$ cat config.mk
export PLATFORM = sky130hd
export DESIGN_NAME = round_robin_sleep_scheduler_core
export DESIGN_NICKNAME = d
export VERILOG_FILES = /design/src/hw/rtl/rrs_pkg.sv /design/src/hw/rtl/round_robin_sleep_scheduler_core.sv /design/src/hw/rtl/rrs_ram.sv /design/src/hw/rtl/rrs_ready_queue.sv
export SDC_FILE = /design/constraint.sdc
export NUM_CORES = 1
export LEC_CHECK = 0
export ABC_AREA = 1
export BUFFER_PORTS_ARGS = -buffer_cell sky130_fd_sc_hd__buf_2
export CORE_MARGIN = 5
export CORE_UTILIZATION = 30
export DETAILED_ROUTE_END_ITERATION = 7
export MAX_ROUTING_LAYER = met4
export PLACE_DENSITY = 0.55
export SLEW_MARGIN = 5
export SYNTH_ARGS = -nofsm -noshare
export SYNTH_HDL_FRONTEND = slang
export SYNTH_SLANG_ARGS = --single-unit
$ cat constraint.sdc
create_clock -name clk -period 4.9 [get_ports clk]
set_input_delay 0.245 -clock clk [delete_from_list [all_inputs] [get_ports clk]]
set_output_delay 0.245 -clock clk [all_outputs]
set_load 0.1 [all_outputs]
$ cat src/hw/rtl/rrs_pkg.sv
// ----------------------------------------------------------------------------
// rrs_pkg
// Shared types and constants of the round-robin sleep scheduler: operation
// and status codes, field widths and the ready queue control structs.
// ----------------------------------------------------------------------------
package rrs_pkg;

	localparam int ID_W   = 5;
	localparam int TICK_W = 32;

	typedef enum logic [1:0] {
		OP_ADD   = 2'd0,
		OP_SCHED = 2'd1,
		OP_TICK  = 2'd2,
		OP_NOP   = 2'd3
	} op_t;

	typedef enum logic [1:0] {
		ST_OK      = 2'd0,
		ST_INVALID = 2'd1,
		ST_FULL    = 2'd2
	} st_t;

	// commands into the ready queue for one cycle
	typedef struct packed {
		logic            push;
		logic [ID_W-1:0] push_id;
		logic            rd_head;
		logic            pop;
	} rq_cmd_t;

	// ready queue status seen by the controller
	typedef struct packed {
		logic            full;
		logic            empty;
		logic [ID_W-1:0] head_id;
	} rq_stat_t;

endpackage

$ cat src/hw/rtl/round_robin_sleep_scheduler_core.sv
// ----------------------------------------------------------------------------
// round_robin_sleep_scheduler_core
// Task scheduler with a FIFO ready queue and an ordered sleep list, both
// held in RAM; id 0 is the idle task.
// ----------------------------------------------------------------------------
// usage
//   input channel: one transfer per command (operation, task_id,
//   goes_to_sleep, wake_tick, current_tick), qualified by in_valid/in_stall
//   output channel: exactly one result transfer per command (next_task,
//   switched, task_woken, status), qualified by out_valid/out_stall
//   steps, command transfer to result valid:
//     add, no-op                  straight to the finish state
//     schedule, queue empty       straight to the finish state
//     schedule, queue not empty   ready RAM read of the head first
//     tick check                  scan of the N sleepers listed; the
//                                 sleep RAM is scanned one entry per cycle
//   one command at a time: in_stall stays high from the transfer until the
//   result sits in the output register, so a tick check holds the input
//   while the whole sleep list is scanned
//   the next command is taken while a result still waits in the output
//   register; a stalled result holds there and the block waits before
//   writing the one after it
//   reset: ready queue and sleep list empty, idle task running, woken flag
//   clear; RAM contents are not cleared, no entry is read before written
// ----------------------------------------------------------------------------
module round_robin_sleep_scheduler_core #(
	parameter int MAX_TASKS = 16
) (
	input  logic        clk,
	input  logic        arst_n,
	// command channel
	input  logic        in_valid,
	output logic        in_stall,
	input  logic [1:0]  operation,
	input  logic [4:0]  task_id,
	input  logic        goes_to_sleep,
	input  logic [31:0] wake_tick,
	input  logic [31:0] current_tick,
	// result channel
	output logic        out_valid,
	input  logic        out_stall,
	output logic [4:0]  next_task,
	output logic        switched,
	output logic        task_woken,
	output logic [1:0]  status
);

	localparam int PTR_W  = $clog2(MAX_TASKS);
	localparam int CNT_W  = $clog2(MAX_TASKS + 1);
	localparam int SL_W   = rrs_pkg::ID_W + rrs_pkg::TICK_W;
	localparam logic [CNT_W-1:0] MAX_C = CNT_W'(MAX_TASKS);

	typedef enum logic [1:0] {
		S_IDLE,
		S_SCHED,
		S_SCAN,
		S_FIN
	} state_t;

	state_t state_q;

	// scheduler state in flops
	logic [rrs_pkg::ID_W-1:0]  running_q;
	logic                      woken_q;
	logic [CNT_W-1:0]          sleep_count_q;

	// per-command working registers
	rrs_pkg::st_t              status_q;
	logic                      switched_q;
	logic [rrs_pkg::ID_W-1:0]  prev_q;
	logic [rrs_pkg::TICK_W-1:0] now_q;
	logic [PTR_W-1:0]          rd_idx_q;
	logic [CNT_W-1:0]          keep_q;

	// output register
	logic                      out_valid_q;
	logic [rrs_pkg::ID_W-1:0]  out_task_q;
	logic                      out_switched_q;
	logic                      out_woken_q;
	logic [1:0]                out_status_q;

	rrs_pkg::rq_cmd_t          rq_cmd;
	rrs_pkg::rq_stat_t         rq_stat;

	// sleep RAM ports, entry = {id, wake tick}
	logic                      sl_we;
	logic [PTR_W-1:0]          sl_waddr;
	logic [SL_W-1:0]           sl_wdata;
	logic                      sl_re;
	logic [PTR_W-1:0]          sl_raddr;
	logic [SL_W-1:0]           sl_rdata;

	logic                      in_fire;
	rrs_pkg::op_t              op;
	logic                      id_ok;
	logic                      sleep_full;
	logic                      sl_due;
	logic                      scan_last;
	logic [rrs_pkg::ID_W-1:0]  sl_id;
	logic [rrs_pkg::TICK_W-1:0] sl_tick;
	logic                      out_free;

	assign in_stall = (state_q != S_IDLE);
	assign in_fire  = in_valid && !in_stall;
	assign op       = rrs_pkg::op_t'(operation);
	assign id_ok    = (task_id != '0) && (32'(task_id) <= MAX_TASKS);
	assign sleep_full = (sleep_count_q == MAX_C);

	assign sl_id     = sl_rdata[SL_W-1 -: rrs_pkg::ID_W];
	assign sl_tick   = sl_rdata[rrs_pkg::TICK_W-1:0];
	assign sl_due    = (now_q >= sl_tick);
	assign scan_last = ((CNT_W'(rd_idx_q) + CNT_W'(1)) == sleep_count_q);
	assign out_free  = !out_valid_q || !out_stall;

	rrs_ready_queue #(
		.MAX_TASKS (MAX_TASKS)
	) u_ready (
		.clk    (clk),
		.arst_n (arst_n),
		.cmd    (rq_cmd),
		.stat   (rq_stat)
	);

	rrs_ram #(
		.WIDTH (SL_W),
		.DEPTH (MAX_TASKS)
	) u_sleep_ram (
		.clk   (clk),
		.we    (sl_we),
		.waddr (sl_waddr),
		.wdata (sl_wdata),
		.re    (sl_re),
		.raddr (sl_raddr),
		.rdata (sl_rdata)
	);

	// RAM and queue commands
	always_comb begin
		rq_cmd   = '0;
		sl_we    = 1'b0;
		sl_waddr = '0;
		sl_wdata = '0;
		sl_re    = 1'b0;
		sl_raddr = '0;
		case (state_q)
			S_IDLE: begin
				if (in_fire) begin
					case (op)
						rrs_pkg::OP_ADD: begin
							if (id_ok && !rq_stat.full) begin
								rq_cmd.push    = 1'b1;
								rq_cmd.push_id = task_id;
							end
						end
						rrs_pkg::OP_SCHED: begin
							// park the running task, never idle
							if (running_q != '0) begin
								if (goes_to_sleep) begin
									if (!sleep_full) begin
										sl_we    = 1'b1;
										sl_waddr = sleep_count_q[PTR_W-1:0];
										sl_wdata = {running_q, wake_tick};
									end
								end else if (!rq_stat.full) begin
									rq_cmd.push    = 1'b1;
									rq_cmd.push_id = running_q;
								end
							end
							// empty queue: a task parked now is its own head
							if (rq_stat.empty) begin
								rq_cmd.pop = rq_cmd.push;
							end else begin
								rq_cmd.rd_head = 1'b1;
							end
						end
						rrs_pkg::OP_TICK: begin
							if (sleep_count_q != '0) begin
								sl_re    = 1'b1;
								sl_raddr = '0;
							end
						end
						default: begin
						end
					endcase
				end
			end
			S_SCHED: begin
				rq_cmd.pop = 1'b1;
			end
			S_SCAN: begin
				// due sleepers move to ready while it has room, the rest compact down to keep
				if (sl_due && !rq_stat.full) begin
					rq_cmd.push    = 1'b1;
					rq_cmd.push_id = sl_id;
				end else begin
					sl_we    = 1'b1;
					sl_waddr = keep_q[PTR_W-1:0];
					sl_wdata = sl_rdata;
				end
				if (!scan_last) begin
					sl_re    = 1'b1;
					sl_raddr = rd_idx_q + PTR_W'(1);
				end
			end
			default: begin
			end
		endcase
	end

	always_ff @(posedge clk or negedge arst_n) begin
		if (!arst_n) begin
			state_q        <= S_IDLE;
			running_q      <= '0;
			woken_q        <= 1'b0;
			sleep_count_q  <= '0;
			status_q       <= rrs_pkg::ST_OK;
			switched_q     <= 1'b0;
			prev_q         <= '0;
			now_q          <= '0;
			rd_idx_q       <= '0;
			keep_q         <= '0;
			out_valid_q    <= 1'b0;
			out_task_q     <= '0;
			out_switched_q <= 1'b0;
			out_woken_q    <= 1'b0;
			out_status_q   <= '0;
		end else begin
			if (out_valid_q && !out_stall) begin
				out_valid_q <= 1'b0;
			end
			case (state_q)
				S_IDLE: begin
					if (in_fire) begin
						status_q   <= rrs_pkg::ST_OK;
						switched_q <= 1'b0;
						state_q    <= S_FIN;
						case (op)
							rrs_pkg::OP_ADD: begin
								if (!id_ok) begin
									status_q <= rrs_pkg::ST_INVALID;
								end else if (rq_stat.full) begin
									status_q <= rrs_pkg::ST_FULL;
								end
							end
							rrs_pkg::OP_SCHED: begin
								prev_q <= running_q;
								if (running_q != '0) begin
									if (goes_to_sleep) begin
										if (sleep_full) begin
											status_q <= rrs_pkg::ST_FULL;
										end else begin
											sleep_count_q <= sleep_count_q + CNT_W'(1);
										end
									end else if (rq_stat.full) begin
										status_q <= rrs_pkg::ST_FULL;
									end
								end
								if (rq_stat.empty) begin
									if (rq_cmd.pop) begin
										// running task goes round and comes straight back
										woken_q <= 1'b0;
									end else begin
										running_q  <= '0;
										switched_q <= (running_q != '0);
									end
								end else begin
									state_q <= S_SCHED;
								end
							end
							rrs_pkg::OP_TICK: begin
								now_q    <= current_tick;
								rd_idx_q <= '0;
								keep_q   <= '0;
								if (sleep_count_q != '0) begin
									state_q <= S_SCAN;
								end
							end
							default: begin
							end
						endcase
					end
				end
				S_SCHED: begin
					running_q  <= rq_stat.head_id;
					woken_q    <= 1'b0;
					switched_q <= (rq_stat.head_id != prev_q);
					state_q    <= S_FIN;
				end
				S_SCAN: begin
					if (sl_due && !rq_stat.full) begin
						woken_q <= 1'b1;
					end else begin
						if (sl_due) begin
							status_q <= rrs_pkg::ST_FULL;
						end
						keep_q <= keep_q + CNT_W'(1);
					end
					if (scan_last) begin
						sleep_count_q <= (sl_due && !rq_stat.full) ? keep_q
							: keep_q + CNT_W'(1);
						state_q <= S_FIN;
					end else begin
						rd_idx_q <= rd_idx_q + PTR_W'(1);
					end
				end
				S_FIN: begin
					if (out_free) begin
						out_valid_q    <= 1'b1;
						out_task_q     <= running_q;
						out_switched_q <= switched_q;
						out_woken_q    <= woken_q;
						out_status_q   <= status_q;
						state_q        <= S_IDLE;
					end
				end
				default: begin
					state_q <= S_IDLE;
				end
			endcase
		end
	end

	assign out_valid  = out_valid_q;
	assign next_task  = out_task_q;
	assign switched   = out_switched_q;
	assign task_woken = out_woken_q;
	assign status     = out_status_q;

	// no push into a full ready queue
	a_no_push_full: assert property (@(posedge clk) disable iff (!arst_n)
		rq_cmd.push |-> !rq_stat.full)
		else $error("ready queue push while full");

	// head read only with something queued, and its data is taken next cycle
	a_head_read: assert property (@(posedge clk) disable iff (!arst_n)
		rq_cmd.rd_head |-> !rq_stat.empty ##1 (state_q == S_SCHED && rq_cmd.pop))
		else $error("ready head read not followed by pop");

	// sleep list never overflows
	a_sleep_bound: assert property (@(posedge clk) disable iff (!arst_n)
		sleep_count_q <= MAX_C)
		else $error("sleep count above depth");

	// compaction never writes ahead of the entry being read
	a_keep_behind: assert property (@(posedge clk) disable iff (!arst_n)
		(state_q == S_SCAN) |-> (keep_q <= CNT_W'(rd_idx_q)))
		else $error("sleep compaction overtook scan");

	// a result is only written into a free output register
	a_out_free: assert property (@(posedge clk) disable iff (!arst_n)
		(state_q == S_FIN && out_valid_q && out_stall) |=> (state_q == S_FIN && out_valid_q))
		else $error("result written over a stalled one");

endmodule

$ cat src/hw/rtl/rrs_ram.sv
// ----------------------------------------------------------------------------
// rrs_ram
// Generic simple dual-port RAM: one write port, one read port with a
// registered read.
// ----------------------------------------------------------------------------
module rrs_ram #(
	parameter int WIDTH = 8,
	parameter int DEPTH = 16
) (
	input  logic                     clk,
	input  logic                     we,
	input  logic [$clog2(DEPTH)-1:0] waddr,
	input  logic [WIDTH-1:0]         wdata,
	input  logic                     re,
	input  logic [$clog2(DEPTH)-1:0] raddr,
	output logic [WIDTH-1:0]         rdata
);

	logic [WIDTH-1:0] mem_q [DEPTH];

	always_ff @(posedge clk) begin
		if (we) begin
			mem_q[waddr] <= wdata;
		end
		if (re) begin
			rdata <= mem_q[raddr];
		end
	end

endmodule

$ cat src/hw/rtl/rrs_ready_queue.sv
// ----------------------------------------------------------------------------
// rrs_ready_queue
// Circular FIFO of runnable task ids kept in a RAM, with head pointer and
// fill count in flops. Push and pop may occur in the same cycle.
// ----------------------------------------------------------------------------
module rrs_ready_queue #(
	parameter int MAX_TASKS = 16
) (
	input  logic               clk,
	input  logic               arst_n,
	input  rrs_pkg::rq_cmd_t   cmd,
	output rrs_pkg::rq_stat_t  stat
);

	localparam int PTR_W = $clog2(MAX_TASKS);
	localparam int CNT_W = $clog2(MAX_TASKS + 1);
	localparam logic [PTR_W:0]   MAX_P   = (PTR_W + 1)'(MAX_TASKS);
	localparam logic [CNT_W-1:0] MAX_C   = CNT_W'(MAX_TASKS);
	localparam logic [PTR_W-1:0] LAST_P  = PTR_W'(MAX_TASKS - 1);

	logic [PTR_W-1:0] head_q;
	logic [CNT_W-1:0] count_q;
	logic [PTR_W:0]   tail_sum;
	logic [PTR_W-1:0] tail;
	logic [PTR_W-1:0] head_inc;
	logic [rrs_pkg::ID_W-1:0] head_rdata;

	// head + count stays below twice the depth, one subtract wraps it
	always_comb begin
		tail_sum = {1'b0, head_q} + (PTR_W + 1)'(count_q);
		if (tail_sum >= MAX_P) begin
			tail_sum = tail_sum - MAX_P;
		end
		tail     = tail_sum[PTR_W-1:0];
		head_inc = (head_q == LAST_P) ? '0 : head_q + PTR_W'(1);
	end

	rrs_ram #(
		.WIDTH (rrs_pkg::ID_W),
		.DEPTH (MAX_TASKS)
	) u_ram (
		.clk   (clk),
		.we    (cmd.push),
		.waddr (tail),
		.wdata (cmd.push_id),
		.re    (cmd.rd_head),
		.raddr (head_q),
		.rdata (head_rdata)
	);

	always_ff @(posedge clk or negedge arst_n) begin
		if (!arst_n) begin
			head_q  <= '0;
			count_q <= '0;
		end else begin
			if (cmd.pop) begin
				head_q <= head_inc;
			end
			case ({cmd.push, cmd.pop})
				2'b10:   count_q <= count_q + CNT_W'(1);
				2'b01:   count_q <= count_q - CNT_W'(1);
				default: count_q <= count_q;
			endcase
		end
	end

	assign stat.full    = (count_q == MAX_C);
	assign stat.empty   = (count_q == '0);
	assign stat.head_id = head_rdata;

endmodule
# After elaboration in Yosys (flattened, before gate mapping)
# Memories as Yosys holds them, arrays and structs flattened. A register that Yosys moved wholly into a read port is not among the register bits.
# Cells that the tools add are included.
# op_classes
addsub	9
n_mul	0
n_div	0
n_lt_le_gt_ge	3
eq_ne	27
n_shift	0
muxes	99
bitwise	0
reduce_logical	32
# ops
op	count
37-bit two-way mux	6
37-bit case mux with 2 select lines	1
5-bit two-way mux	13
4-bit two-way mux	13
5-bit case mux with 2 select lines	4
32-bit greater-or-equal comparator	1
1-bit two-way mux	30
6-bit two-way mux	5
2-bit two-way mux	13
2-bit inequality test (second input constant)	12
6-bit case mux with 2 select lines	2
4-bit case mux with 2 select lines	2
5-bit by 1-bit adder with 5-bit output (second input constant)	3
5-bit nonzero test	3
2-bit case mux with 2 select lines	3
3-bit AND reduction	4
5-bit == test (second input constant)	2
4-bit by 1-bit adder with 4-bit output (second input constant)	2
2-bit == test (second input constant)	4
8-bit two-way mux	1
1-bit case mux with 2 select lines	4
2-bit case mux with 4 select lines	1
4-bit AND reduction	2
2-bit nonzero test	4
22 further kinds	35
# word_totals
regBits	81
latchBits	0
mem_bits_rw	672
mem_bits_ro	0
input_bits	76
out_inout_bits	11
mem_count	2
# mem_list
memory	words	width	read_ports	rd_ports_with_merged_regs	write_ports	line	source
u_sleep_ram.mem_q	16	37	1	1	1	rrs_ram.sv:19	logic [WIDTH-1:0] mem_q [DEPTH];
u_ready.u_ram.mem_q	16	5	1	1	1	rrs_ram.sv:19	

# Logic depth before layout (Yosys ltp)
# depth
word_depth	13
ltp_mapped	26
depth_no_buf	26

# By module
# A second synthesis with hierarchy kept.
# hier_totals
cells_unflattened	3506
hier_area_um2	36132.2
# modules_own_cells
mod	instances	cells_each	area_each_um2	seq_area_each_um2
rrs_ram at u_sleep_ram	1	2446	26640.6	18888.1
round_robin_sleep_scheduler_core	1	617	5049.8	1801.7
rrs_ram at u_ready.u_ram	1	355	3741.1	2552.4
rrs_ready_queue	1	88	700.7	225.2

# Worst setup path before layout
# OpenSTA, ideal clock, no wires.
# synth_path
path_type	flip-flop to flip-flop
from	register now_q[15] in the netlist's numbering
to	memory u_sleep_ram.mem_q[0][0] in the netlist's numbering, enable pin
setup_time_ns	0.431
t_arrival_ns	3.636
required_ns	4.469
path_slack_ns	0.833
path_stages_with_launch	18
n_path_buf	1
period_less_slack_ns	4.067
path_cell_list	dfrtp_1 > ha_1 > nand2_1 > nor2_1 > nand2_1 > nor2_1 > nor2_1 > nand2_1 > nand2_1 > nand2_1 > nand2_1 > buf_2 > ha_1 > nand2_1 > o31ai_2 > inv_1 > nand3_1 > nor2_1
# synth_between
elab_chain_cells	6
# synth_rtl
item	line	source
start: declaration	round_robin_sleep_scheduler_core.sv:71	logic [rrs_pkg::TICK_W-1:0] now_q;
start signal: assignment	round_robin_sleep_scheduler_core.sv:271	now_q <= current_tick;
32-bit greater-or-equal comparator (*)	round_robin_sleep_scheduler_core.sv:111	assign sl_due = (now_q >= sl_tick);
1-bit logical AND (*)	round_robin_sleep_scheduler_core.sv:192	if (sl_due && !rq_stat.full) begin
1-bit two-way mux	round_robin_sleep_scheduler_core.sv:192	
1-bit case mux with 2 select lines	round_robin_sleep_scheduler_core.sv:145	case (state_q)
1-bit two-way mux	rrs_ram.sv:22	if (we) begin
1-bit two-way mux (not written as such)	rrs_ram.sv:23	mem_q[waddr] <= wdata;
end: declaration	rrs_ram.sv:19	
# Every way passes the cells marked *; elsewhere a longest branch is shown, timed or not.

# Worst setup path in the final report
# layout_path
from	register now_q[29] in the netlist's numbering
to	memory u_sleep_ram.mem_q[3][17] in the netlist's numbering (data pin)
# layout_between
elab_chain_cells	4
# layout_rtl
item	line	source
32-bit greater-or-equal comparator	round_robin_sleep_scheduler_core.sv:111	
1-bit logical AND	round_robin_sleep_scheduler_core.sv:192	
37-bit two-way mux	round_robin_sleep_scheduler_core.sv:192	
37-bit case mux with 2 select lines	round_robin_sleep_scheduler_core.sv:145	
named net sl_wdata[17]	round_robin_sleep_scheduler_core.sv:88	logic [SL_W-1:0] sl_wdata;
# The timed path passes the listed nets, and every way through them passes these cells.

==> flow_summary.toml <==
[die]
chipWidth_um = 359
core-area_sq_um = 122000
rows = 128
io_pins = 87
chipHeight_um = 359
dieArea_sq_um = 129000
start_util = 0.301

[routing]
vias = 25800
ant_nets = 0
dr.pass1.iters = 7
wirelength_um = 102000
avgRoutedWirePerCell_um = 19.1
drc = 0
via_per_inst = 4.82
drtIter0Drc = 2239

[timing]
min_period_ns = 4.03
relSlewSlack = 0.242
whs_ns = 0.0518
rsz0062_at_grt = "false"
slew_viol_final = 0
final_hold_viol_count = 0
fin_setup_tns_ns = 0
setup_viol = 0
fin_crit_sh = 0.823
final.setup_skew_ns = 0.0288
worst_pin_slew_ns = 1.14
fmax_mhz = 248

[setup_path]
worst_setup_path_start_kind = "register"
crit_type = "reg2reg"
path_max_fanout = 18
cp_data_required_time_ns = 5.39
arrival_ns = 4.53
endpoint_kind = "register"

[power_and_ir_drop]
peakVddDrop_uv = 293
p_int_mw = 14.8
pwr-share-comb = 0.328
p_per_area_nw_per_um2 = 554
clkPwrFrac = 0.275
netSwitchingPower_mw = 8.66
p_sw_frac = 0.369
p_seq_frac = 0.397
p_leak_nw = 17.8

[clock_network]
clock-root-buffer = "clkbuf_16"
clk_pin_slew_ns = 0.06
cts_tree = "done"
cts.sinks = 795
clockBufferDepth = 3
clkLatencyLatePin_ns = 0.66
post-cts-setup-buffers = 0
numCtsBuffers = 85
post_cts_resized = 0
htree_levels = 3

[finish]
final_common_cell = "edfxtp_1"
layout_common_cells = "edfxtp_1, inv_1, nand3_1"
area_growth_pct = 15.9
drive_above_1_share = 0.104
final_nets = 3781
final_util = 0.349

[synth]
dominantRegCellSynth = "edfxtp_1"
syn_avg_cell_area_sq_um = 10.3
ys_ff_latch = 795
yosysTopAreaCell = "edfxtp_1"
synth.top_cell.area_share = 0.586
seq_area_frac_synth = 0.641
syn_nets = 3679
netlist_instances = 3550
syn_area_sq_um = 36600
synth_edf_count = 714
async_reset_ff_frac = 0.102
synth.distinct_cells = 41
ys_top_cells_by_area = "edfxtp_1, nand3_1, inv_1, nand2_1, dfrtp_1"
yosysWarningCount = 0

[place]
gp_congestion = 0.811
io_buffers = 86
hpwl_um = 59300

[worst_hold_path]
hp-class = "in2reg"

[grt]
grt_pass1_vias = 24800
track_usage = 0.158
gr-total-overflow = 0
antenna_found_initial = 3
grt_max_degree = 202
grt_first_pass_wirelength_um = 156000

[status]
outcome = "completed"

[job]
maxCapViolCount = 0
==> Yosys cell counts (all sizes together) (2+ instances only) <==
cell type and number:
a21o 3, a21oi 28, a31oi 4, buf 105, clkbuf 110, clkinv 4
dfrtp 81, edfxtp 714, ha 52, inv 710, mux2 34, nand2 557
nand3 570, nand4 311, nor2 95, nor3 7, o2111ai 6, o211ai 3
o21a 3, o21ai 104, o221ai 4, o22ai 17, o31ai 4, or2 2
xnor2 6, xor2 9
==> final cells by class <==
type / count / area, sq um
clock buffers: 111 / 2270
flip-flops and latches: 795 / 23500
clock inverters: 47 / 522
multi-input cells: 1826 / 9730
repair buffers: 230 / 1710
fillers: 12100 / 79100
inverters: 714 / 2690
diodes: 3 / 7.51
well taps: 1625 / 2030
==> flip-flops by register name (all words and copies together) (netlist names), 2 cells and up <==
register	flops
u_ready.u_ram.mem_q	80
rd_idx_q	4
status	2
sleep_count_q	5
prev_q	5
u_sleep_ram.rdata	37
now_q	32
u_ready.u_ram.rdata	5
u_sleep_ram.mem_q	592
next_task	5
running_q	5
status_q	2
u_ready.head_q	4
keep_q	5
state_q	2
u_ready.count_q	5
==> stage by stage <==
stage          cells  total power, mW  worst slack [ns]  cell area [sq um]
3_5_place_dp    5157             17.1             0.950              39300
3_3_place_gp    5157             17.1              1.02              39300
2_1_floorplan   3550             14.4             0.833              36600
4_1_cts         5348             23.6             0.930              42400
5_1_grt         5350             24.9             0.699              42400
6_report        5351             23.5             0.867              42400
==> worst max-delay path: stages (launching register included) <==
cell	delay [ns]
dfrtp_1	0.39
ha_1	0.31
a21oi_1	0.17
nor2_1	0.06
nor2_1	0.10
nand3_1	0.17
nor2_1	0.34
nand2_1	0.25
nand2_1	0.14
buf_4	0.25
nand2_2	0.46
o21ai_0	0.94
buf_4	0.29
==> layer usage <==
metal,share of wire,global-route usage,vias to the layer above,wire length (um)
met5,0,-,-,0
met4,0.022,0.0464,0,2240
met2,0.47,0.250,766,48200
met3,0.050,0.0193,134,5120
li1,-,-,12300,-
met1,0.46,0.216,12600,46700
==> kinds of logic (layout without fill, tap and decap cells) <==
family,Yosys count,in the layout,share of synthesized area
AOI/OAI and AO/OA,180,180,0.0278
xor gates and xnor gates,15,15,0.00359
adders and majority gates,53,53,0.0183
buffers and inverters,929,1102,0.0987
DFF,795,795,0.641
muxes,34,34,0.0105
other,0,3,0
and+or+nand+nor,1544,1544,0.200
==> power groups by stage <==
stage	combinational [mW]	sequential (mW)	clock, mW
after global placement	7.62	9.45	0
after CTS	7.71	9.33	6.60
after floorplan	4.80	9.61	0
after global routing	8.55	9.40	6.91
after detailed placement	7.66	9.47	0
final	7.71	9.33	6.45
==> final timing paths <==
path / from / endpoint / slack, ns / cells past startpoint
min reg2reg: next_task[1] / next_task[1] / 0.48 / 2
max: now_q[29] / u_sleep_ram.mem_q[3][17] / 0.87 / 12
max reg2reg: now_q[29] / u_sleep_ram.mem_q[3][17] / 0.87 / 12
max in group asynchronous: arst_n / u_ready.head_q[0] / 3.57 / 3
min in group asynchronous: arst_n / now_q[7] / 0.16 / 2
min: task_id[4] / status_q[0] / 0.05 / 3
==> repair_timing <==
action / CTS / global route
hold buffers: 33 / 0
endpoints found under the setup margin: 0 / 0
endpoints found under the hold margin: 63 / 0
No activity file was read; power rests on OpenSTA's default activity.
